--- config.mk ---
export PLATFORM = sky130hd
export DESIGN_NAME = cyclic_async_buffer_slot_manager
export DESIGN_NICKNAME = d
export VERILOG_FILES = /design/src/cab_pkg.sv /design/src/cab_count_unit.sv /design/src/cyclic_async_buffer_slot_manager.sv
export SDC_FILE = /design/constraint.sdc
export NUM_CORES = 1
export LEC_CHECK = 0
export ABC_AREA = 1
export BUFFER_PORTS_ARGS = -buffer_cell sky130_fd_sc_hd__buf_2
export CORE_UTILIZATION = 30
export CTS_CLUSTER_SIZE = 25
export DETAILED_ROUTE_END_ITERATION = 16
export GPL_TIMING_DRIVEN = 0
export SLEW_MARGIN = 20
export SYNTH_ARGS = -nofsm -noshare
export SYNTH_HDL_FRONTEND = slang
export SYNTH_HIERARCHICAL = 1
export SYNTH_SLANG_ARGS = --single-unit
export TNS_END_PERCENT = 5
--- constraint.sdc ---
create_clock -name clk -period 5.59 [get_ports clk]
set_input_delay 0 -clock clk [delete_from_list [all_inputs] [get_ports clk]]
set_output_delay 0 -clock clk [all_outputs]
set_load 0.03 [all_outputs]
--- src/cab_pkg.sv ---
// shared types and constants of the cyclic buffer slot manager
package cab_pkg;

  // slot numbers are three bits wide, so at most eight slots are usable
  localparam int MAX_SLOTS = 8;
  localparam int NUM_SLOTS = (MAX_SLOTS > 8) ? 8 : MAX_SLOTS;
  localparam int SLOT_W = 3;
  localparam int CFG_W = 4;
  localparam int COUNT_W = 8;
  localparam logic [CFG_W-1:0] USABLE_MAX = CFG_W'(NUM_SLOTS);
  localparam logic [CFG_W-1:0] CFG_RESET = CFG_W'(8);

  typedef enum logic [1:0] {
    OP_WRITE   = 2'd0,
    OP_READ    = 2'd1,
    OP_RELEASE = 2'd2,
    OP_NONE    = 2'd3
  } op_t;

  typedef enum logic [2:0] {
    ST_OK      = 3'd0,
    ST_NO_FREE = 3'd1,
    ST_NOTHING = 3'd2,
    ST_UNUSED  = 3'd3,
    ST_INVALID = 3'd4
  } status_t;

  typedef enum logic [1:0] {
    CNT_NONE = 2'd0,
    CNT_INC  = 2'd1,
    CNT_DEC  = 2'd2
  } cnt_cmd_t;

  typedef enum logic [1:0] {
    S_IDLE = 2'd0,
    S_EXEC = 2'd1,
    S_HOLD = 2'd2
  } state_t;

  typedef struct packed {
    op_t               op;
    logic [SLOT_W-1:0] slot;
  } cab_in_t;

  typedef struct packed {
    status_t           status;
    logic [SLOT_W-1:0] slot_out;
  } cab_out_t;

  // request from the sequencer to the count unit
  typedef struct packed {
    logic [SLOT_W-1:0] addr;
    cnt_cmd_t          cmd;
  } cnt_req_t;

  // flags of the addressed reader count
  typedef struct packed {
    logic is_zero;
    logic is_full;
  } cnt_flags_t;

endpackage

--- src/cab_count_unit.sv ---
// reader count registers with one shared increment, decrement and compare unit
module cab_count_unit (
  input  logic                clk,
  input  logic                rst,
  input  cab_pkg::cnt_req_t   req,
  output cab_pkg::cnt_flags_t flags
);
  import cab_pkg::*;

  logic [COUNT_W-1:0] counts [NUM_SLOTS];
  logic [COUNT_W-1:0] cur;

  // read the addressed count and compare it
  always_comb begin
    cur = counts[req.addr];
    flags.is_zero = (cur == '0);
    flags.is_full = (cur == {COUNT_W{1'b1}});
  end

  // single update per cycle, increment saturates
  always_ff @(posedge clk) begin
    if (rst) begin
      for (int i = 0; i < NUM_SLOTS; i++) begin
        counts[i] <= '0;
      end
    end else begin
      case (req.cmd)
        CNT_INC: begin
          if (!flags.is_full) counts[req.addr] <= cur + COUNT_W'(1);
        end
        CNT_DEC: begin
          if (!flags.is_zero) counts[req.addr] <= cur - COUNT_W'(1);
        end
        default: begin
        end
      endcase
    end
  end

endmodule

--- src/cyclic_async_buffer_slot_manager.sv ---
// top level: request sequencer, slot scan and result register
//
//   channel   direction  handshake            payload
//   in        input      in_valid / in_stall   in_data (op, slot)
//   out       output     out_valid / out_stall out_data (status, slot_out)
//   cfg       input      cfg_wr_en             cfg_wr_data (slots_in_use)
//
// a read, release or unused op: res loads in EXEC, out_data on leaving HOLD
// a write scans one slot per cycle through the shared count unit, from slot 0 up to the
// usable slot count; a new request is accepted only once the block is back in IDLE
// in_stall is high from accept until the result enters the output register
// out_stall holds the result register and, once it is full, the next result
// rst is synchronous: counts clear, nothing written, slots_in_use back to 8
module cyclic_async_buffer_slot_manager (
  input  logic                          clk,
  input  logic                          rst,
  input  logic                          in_valid,
  output logic                          in_stall,
  input  cab_pkg::cab_in_t              in_data,
  output logic                          out_valid,
  input  logic                          out_stall,
  output cab_pkg::cab_out_t             out_data,
  input  logic                          cfg_wr_en,
  input  logic [cab_pkg::CFG_W-1:0]     cfg_wr_data
);
  import cab_pkg::*;

  state_t            state, state_next;
  cab_in_t           req_r;
  logic [CFG_W-1:0]  idx;
  logic              has_recent;
  logic [SLOT_W-1:0] recent_slot;
  logic [CFG_W-1:0]  slots_in_use;
  cab_out_t          res;
  cab_out_t          res_next;
  logic              done;
  logic              claim;
  logic [CFG_W-1:0]  usable;
  logic              in_accept;
  logic              out_free;
  cnt_req_t          cnt_req;
  cnt_flags_t        cnt_flags;

  cab_count_unit u_count (
    .clk   (clk),
    .rst   (rst),
    .req   (cnt_req),
    .flags (cnt_flags)
  );

  // usable slot count, saturated to what the counts cover
  assign usable = (slots_in_use > USABLE_MAX) ? USABLE_MAX : slots_in_use;

  assign in_stall = (state != S_IDLE);
  assign in_accept = in_valid && !in_stall;
  assign out_free = !out_valid || !out_stall;

  // next state
  always_comb begin
    state_next = state;
    case (state)
      S_IDLE: begin
        if (in_accept) state_next = S_EXEC;
      end
      S_EXEC: begin
        if (done) state_next = S_HOLD;
      end
      S_HOLD: begin
        if (out_free) state_next = S_IDLE;
      end
      default: state_next = S_IDLE;
    endcase
  end

  // sequencer outputs: count unit request and finished result
  always_comb begin
    cnt_req.addr = req_r.slot;
    cnt_req.cmd = CNT_NONE;
    done = 1'b0;
    claim = 1'b0;
    res_next.status = ST_OK;
    res_next.slot_out = '0;
    if (state == S_EXEC) begin
      case (req_r.op)
        OP_WRITE: begin
          cnt_req.addr = idx[SLOT_W-1:0];
          if (idx >= usable) begin
            done = 1'b1;
            res_next.status = ST_NO_FREE;
          end else if (cnt_flags.is_zero &&
                       !(has_recent && recent_slot == idx[SLOT_W-1:0])) begin
            done = 1'b1;
            claim = 1'b1;
            res_next.slot_out = idx[SLOT_W-1:0];
          end
        end
        OP_READ: begin
          cnt_req.addr = recent_slot;
          done = 1'b1;
          if (has_recent && {1'b0, recent_slot} < usable) begin
            cnt_req.cmd = CNT_INC;
            res_next.slot_out = recent_slot;
          end else begin
            res_next.status = ST_NOTHING;
          end
        end
        OP_RELEASE: begin
          done = 1'b1;
          if ({1'b0, req_r.slot} >= usable) begin
            res_next.status = ST_INVALID;
          end else if (cnt_flags.is_zero) begin
            res_next.status = ST_UNUSED;
          end else begin
            cnt_req.cmd = CNT_DEC;
          end
        end
        default: done = 1'b1;
      endcase
    end
  end

  // control registers
  always_ff @(posedge clk) begin
    if (rst) begin
      state <= S_IDLE;
      has_recent <= 1'b0;
      recent_slot <= '0;
      slots_in_use <= CFG_RESET;
      out_valid <= 1'b0;
      idx <= '0;
    end else begin
      state <= state_next;
      if (cfg_wr_en) slots_in_use <= cfg_wr_data;
      if (in_accept) begin
        idx <= '0;
      end else if (state == S_EXEC && !done) begin
        idx <= idx + CFG_W'(1);
      end
      if (claim) begin
        has_recent <= 1'b1;
        recent_slot <= idx[SLOT_W-1:0];
      end
      if (state == S_HOLD && out_free) begin
        out_valid <= 1'b1;
      end else if (!out_stall) begin
        out_valid <= 1'b0;
      end
    end
  end

  // payload registers
  always_ff @(posedge clk) begin
    if (in_accept) req_r <= in_data;
    if (state == S_EXEC && done) res <= res_next;
    if (state == S_HOLD && out_free) out_data <= res;
  end

  // checks
  a_scan_bound: assert property (@(posedge clk) disable iff (rst)
    (state == S_EXEC) |-> (idx <= usable))
    else $error("slot scan ran past the usable slots");

  a_recent_sticky: assert property (@(posedge clk) disable iff (rst)
    has_recent |=> has_recent)
    else $error("most recent slot lost without reset");

  a_error_slot_zero: assert property (@(posedge clk) disable iff (rst)
    (state == S_HOLD && res.status != ST_OK) |-> (res.slot_out == '0))
    else $error("error result carries a slot number");

  a_claim_in_range: assert property (@(posedge clk) disable iff (rst)
    claim |-> ({1'b0, idx[SLOT_W-1:0]} < usable && cnt_flags.is_zero))
    else $error("write claimed an unusable or busy slot");

endmodule

==> summary.md, run 1 <==
| Metric | Value |
|---|---|
| Via Count | `4134` |
| Fin crit period | `between 5000 and 6000 ps` |
| Detail Route Antenna Nets | `0` |
| Die Y | `between 100 and 150 um` |
| Num rows | `between 40 and 50` |
| Total chip power | `1680 uW` |
| Achievable Freq | `197 MHz` |
| Area delta synth->final | `18.5%` |
| Vias per cell | `roughly 4.6` |
| Multi-input gate area | `~2300 sq um` |
| Final Hold Viols | `0` |
| Placed Area | `approximately 5600 sq um` |
| Initial DRC count | `217` |
| GRT Resource Usage Total | `0.151` |
| Largest net degree at the start of global routing | `18` |
| LEAKAGE | `between 0.002 and 0.003 uW` |
| Hold Path Class | `input pin to register` |
| Slowest cell on crit path | `xnor2_1` |
| I/O Pins | `22` |
| Crit path launch type | `register` |
| CP Capture Type | `register` |
| Period utilization | `0.906` |
| Worst EP arrival | `about 5000 ps` |
| Final wirelength | `approximately 13000 um` |
| DP HPWL | `roughly 8800 um` |
| TritonCTS buffer count | `9` |
| Wirelength per Cell | `14.3 um` |
| Max clock buf depth | `2` |
| Status | `completed` |
| Cell area after layout | `between 6000 and 7000 sq um` |
| Worst slew pin tran | `1130 ps` |
| CTS clk-pin slew, worst paths | `70 ps` |
| Root buffer cell | `clkbuf_16` |
| Mapped Area | `~5300 sq um` |
| Post-detailed-route DRC marker count | `0` |
| Overall die area | `roughly 18000 sq um` |
| Syn_nets | `roughly 650` |
| Vias in the first global route | `about 4100` |
| CTS tree | `yes` |
| Worst-Skew Late Latency | `350 ps` |
| Maximum vdd drop | `about 0.00014 V` |
| Worst hold slack | `21.4 ps` |
| Slowest stage delay, CP | `~760 ps` |
| Initial Util | `0.306` |
| Data required time of the worst path | `5650 ps` |
| Layout cells sized above 1 | `0.147` |
| Max-slew violations | `0` |
| Synthesized instance count | `613` |
| Clk_skew | `a little under 10 ps` |
| First-pass GRT wire length | `just over 20000 um` |
| Initial antenna violation count | `0` |
| Max_cap viols | `0` |
| Total gr overflow | `0` |
| Nets | `between 700 and 800` |
| Crit path max fanout | `10` |
| WP buf/inv | `8` |
| CP delay by family, top | `simple AND/OR/NAND/NOR gates` |
| Clock sink count | `96` |
| FILL cells | `about 1800` |
| PD cells | `270 nW/um^2` |
| Max_slew headroom | `0.243` |
| Core area | `around 17000 sq um` |
| Worst reg-to-reg setup slack | `~530 ps` |
| CP dominant cell by count | `nand2_1` |
| Ys Warns | `6` |
| Gpl congestion | `between 0.8 and 0.9` |
| Reg area | `between 2000 and 3000 sq um` |
| Die Width | `134 um` |
| # diodes | `0` |
| WS Path Type | `register to register` |
| Mean Syn Cell Area | `8.57 sq um` |
| DRT Pass-1 Iters | `4` |
| I/O Buffers | `21` |
| H-tree depth | `3` |
| Setup violators final | `0` |
==> state kept, by name, summed over array words and instances (netlist names) <==
signal          cells
res                 6
recent_slot         3
state               2
u_count/counts     64
out_data            6
has_recent          1
idx                 4
slots_in_use        4
out_valid           1
req_r               5
==> final timing paths <==
path | startpoint | to | cells after the start
worst max-delay path | req_r[4] | u_count/counts[0][3] | 29
worst min-delay path | cfg_wr_en | slots_in_use[1] | 4
worst max register to register | req_r[4] | u_count/counts[0][3] | 29
worst min register to register | res[5] | out_data[5] | 0
==> worst register-to-register path, delay by kind of cell, from the launching register on <==
family                     cells  cell delay, ps
AOI/OAI and AO/OA              4             560
buffers and inverters          8            1080
and+or+nand+nor               14            1510
xor gates and xnor gates       1             760
adders and majority gates      2             450
DFF                            1             440
==> power breakdown <==
group	leakage (uW)	switching (uW)	internal (uW)	total, uW
clock	0.000132	280	305	586
combinational	0.00168	199	83.9	283
sequential	0.000940	9.55	800	810
total	0.00276	488	1190	1680
==> per-stage QoR <==
| stage | std cells | worst slack, ps | setup TNS [ps] | util |
|---|---|---|---|---|
| after floorplan | 613 | 922 | 0 | - |
| after global placement | 859 | -362 | -7880 | 0.328 |
| after detailed placement | 859 | -463 | -11090 | 0.328 |
| after CTS | 892 | 57.8 | 0 | 0.357 |
| after global routing | 897 | -26.0 | -120 | 0.362 |
| final | 897 | 526 | 0 | 0.362 |
==> area by class of cell <==
class	count	share of cell area
plain buffers	15	0.0205
clock buffers	9	0.0362
clock inverters	7	0.00864
inverters	59	0.0370
multi-input cells	443	0.364
flip-flops and latches	96	0.439
well taps	225	0.0452
repair buffers	43	0.0494
==> layer usage <==
metal  vias up  routed length (um)  track usage
met2        71                6560        0.266
li1       2086                   -            -
met1      1972                5590        0.187
met3         5                 572       0.0242
met4         0                 115       0.0487
met5         -                   0            0
==> cell usage in the layout, fill, tap and decap left out, types with 2 or more instances in the layout <==
master / n
a21oi_1: 32
buf_2: 24
buf_4: 9
buf_6: 8
clkbuf_16: 9
clkinv_1: 3
clkinv_4: 2
dfxtp_1: 15
dlygate4sd3_1: 15
edfxtp_1: 81
ha_1: 20
inv_1: 49
inv_2: 5
inv_6: 2
nand2_1: 212
nand2_2: 10
nand2_4: 10
nand3_1: 18
nand3b_1: 6
nand4_1: 5
nor2_1: 95
nor2_4: 2
o21ai_0: 8
o21ai_1: 3
xnor2_1: 2
xor2_1: 2
xor2_4: 2
==> what timing repair did <==
item,CTS,global route
buffers inserted,2,5
hold buffers,15,0
hold endpoints to repair,10,0
pin swaps,1,5
gates resized for setup,6,16
endpoints found under the setup margin,40,48
(Power assumes the default switching activity.)
==> run 2: changes to the inputs <==
--- a/config.mk
+++ b/config.mk
@@ -5,8 +5,9 @@
 export SDC_FILE = /design/constraint.sdc
 export NUM_CORES = 1
 export LEC_CHECK = 0
-export ABC_AREA = 1
+export ABC_AREA = 0
 export BUFFER_PORTS_ARGS = -buffer_cell sky130_fd_sc_hd__buf_2
+export CORE_ASPECT_RATIO = 0.9
 export CORE_UTILIZATION = 30
 export CTS_CLUSTER_SIZE = 25
 export DETAILED_ROUTE_END_ITERATION = 16
==> summary.md, run 2 <==
| Metric | Value |
|---|---|
| Initial DRC count | `255 (+18%)` |
| Flop pwr share | `0.475 (-0.008)` |
| Wirelength per Cell | `18.3 um (+28%)` |
| Internal | `1270 uW (+6.5%)` |
| Setup TNS | `0 ps (unchanged)` |
| Worst slew pin tran | `1100 ps (-27.7 ps)` |
| CTS tree | `yes` |
| Max clock buf depth | `2 (unchanged)` |
| Placed cell count | `671 (-22%)` |
| Detail Route Antenna Nets | `0 (unchanged)` |
| TritonCTS buffer count | `9 (unchanged)` |
| Worst-Skew Late Latency | `350 ps (about the same)` |
| FILL cells | `1605 (-11%)` |
| Period utilization | `0.952 (+0.0466)` |
| Max_slew headroom | `0.263 (+0.0195)` |
| Setup crit start | `req_r[3]` |
| PD cells | `283 nW/um^2 (+4.9%)` |
| CP Capture Type | `register` |
| WHS Path Cells | `3 (-1)` |
| Worst hold path endpoint | `slots_in_use[3]` |
| Area delta synth->final | `17.8%` |
| Die Y | `126 um (-6.2%)` |
| Final Hold Viols | `0 (unchanged)` |
| Overall die area | `17600 sq um (-2.4%)` |
| Post-detailed-route DRC marker count | `0 (unchanged)` |
| Ys Warns | `6 (unchanged)` |
| I/O Pins | `22 (unchanged)` |
| GRT Resource Usage Total | `0.155 (+0.00425)` |
| Worst EP arrival | `5400 ps (+270 ps)` |
| Vias in the first global route | `3833 (-6.5%)` |
| H-tree depth | `3 (unchanged)` |
| Largest register FFs | `64 (unchanged)` |
| Achievable Freq | `188 MHz (-4.9%)` |
| DP HPWL | `9260 um (+4.7%)` |
| Fin crit period | `5320 ps (+260 ps)` |
| Layout cells sized above 1 | `0.181 (+0.0338)` |
| Max_cap viols | `0 (unchanged)` |
| CTS clk-pin slew, worst paths | `70 ps (about the same)` |
| Switch Pwr | `441 uW (-9.8%)` |
| WS Path Type | `register to register` |
| Syn_nets | `479 (-26%)` |
| Top Registers | `u_count/counts (64), out_data (6), res (6)` |
| # diodes | `0 (unchanged)` |
| Comb power frac | `0.155 (-0.013)` |
| Nets | `527 (-25%)` |
| Max-slew violations | `0 (unchanged)` |
| Hold Path Class | `input pin to register` |
| Initial antenna violation count | `0 (unchanged)` |
| Crit path launch type | `register` |
| Clock sink count | `96 (unchanged)` |
| Largest net degree at the start of global routing | `16 (-2)` |
| Commonest non-fill, non-tap cell in the layout | `edfxtp_1` |
| Total chip power | `1710 uW (+1.7%)` |
| Final wirelength | `12900 um (+0.19%)` |
| Reg-to-Reg End | `u_count/counts[7][6]` |
| I/O Buffers | `20 (-4.8%)` |
| Mapped Area | `5120 sq um (-2.5%)` |
| Reg-to-reg startpoint | `req_r[3]` |
| Post-Layout Cell Count | `704 (-22%)` |
| Crit path max fanout | `10 (unchanged)` |
| Worst reg-to-reg setup slack | `270 ps (-260 ps)` |
| Clock share of power | `0.370 (+0.021)` |
| Root buffer cell | `clkbuf_16` |
| DRT Pass-1 Iters | `5 (+1)` |
| Die Width | `140 um (+4.0%)` |
| LEAKAGE | `0.00219 uW (-21%)` |
| Largest register by flop count | `u_count/counts` |
| Setup violators final | `0 (unchanged)` |
| Via Count | `3749 (-9.3%)` |
| Total gr overflow | `0 (unchanged)` |
| Highest-count cells in the layout ignoring fill and taps | `81 x edfxtp_1, 42 x nor3_1, 37 x nor2_1, 32 x nand2_1, 22 x buf_2` |
| Mean Syn Cell Area | `11.5 sq um (+35%)` |
| Vias per cell | `5.33 (+16%)` |
| R2R depth | `22 (-24%)` |
| Core area | `16400 sq um (-4.5%)` |
| Gpl congestion | `0.831 (-3.8%)` |
| Status | `completed` |
| Initial Util | `0.312 (+0.00644)` |
| Num rows | `44 (-8.3%)` |
| Cell area after layout | `6040 sq um (-3.0%)` |
| Data required time of the worst path | `5670 ps (+20 ps)` |
| Clk_skew | `8.79 ps (-0.824 ps)` |
| Sw Ratio | `0.258 (-0.0330)` |
| First-pass GRT wire length | `20800 um (+0.80%)` |
| Placed Area | `5480 sq um (-2.8%)` |
| Maximum vdd drop | `0.000161 V (+15%)` |
| HP Start | `cfg_wr_en` |
| Synthesized instance count | `444 (-28%)` |
run 2: stage by stage:
stage | utilization | hold slack [ps] | worst slack (ps)
detailed placement | 0.334 | 186 | -609
global route | 0.368 | 69.6 | -43.6
floorplan | - | 98.9 | 508
global placement | 0.334 | 192 | -529
finish | 0.368 | 22.6 | 266
CTS | 0.362 | 21.7 | 3.35
run 2: cell type report:
type,instances,area (sq um),share of cell area
timing repair buffer,37,258,0.0427
clock inverter,4,50.0,0.00829
multi-input combinational,307,2250,0.372
clock buffer,12,256,0.0425
tap,207,259,0.0429
buffer,22,161,0.0267
sequential,96,2730,0.453
inverter,19,71.3,0.0118
run 2: what timing repair did:
action	CTS	global route
resized for setup	9	12
pin swaps	0	2
setup endpoints to repair	116	80
hold endpoints to repair	12	0
buffers inserted	1	4
hold buffers	12	0
run 2: how the worst max path moves through the flow:
stage,to,slack [ps],cells after the start
global placement,u_count/counts[1][6],-530,23
global route,u_count/counts[1][5],-40,22
floorplan,u_count/counts[0][6],510,24
detailed placement,u_count/counts[5][6],-610,22
CTS,u_count/counts[7][6],3,22
finish,u_count/counts[7][6],270,22
run 2: metal layers:
metal  vias up  track usage  share of wire  wire length, um
met5         -            0              0                0
li1       1762            -              -                -
met4         0       0.0588          0.023              296
met3        24       0.0422          0.068              871
met2       127        0.246           0.47             5990
met1      1836        0.201           0.44             5700
run 2: worst max-delay path, cell delays in order, from the launching register on:
cell	delay [ps]
edfxtp_1	440
buf_4	170
ha_4	180
o21ai_4	170
nand2_1	70
o21ai_1	160
buf_2	340
mux2i_1	340
nor3_1	90
a221o_1	330
or3b_1	460
nor2_2	270
nor4b_2	90
nor3b_2	180
o21a_4	170
ha_1	360
nor2b_1	160
o21ai_1	140
a21boi_0	100
o21a_1	180
or3_1	370
o211ai_4	190
nor2_1	90
run 2: power groups by stage:
stage	sequential, uW	clock [uW]	combinational (uW)
floorplan	825	0	169
global placement	825	0	238
detailed placement	826	0	243
CTS	810	644	253
global route	813	671	288
finish	810	632	265
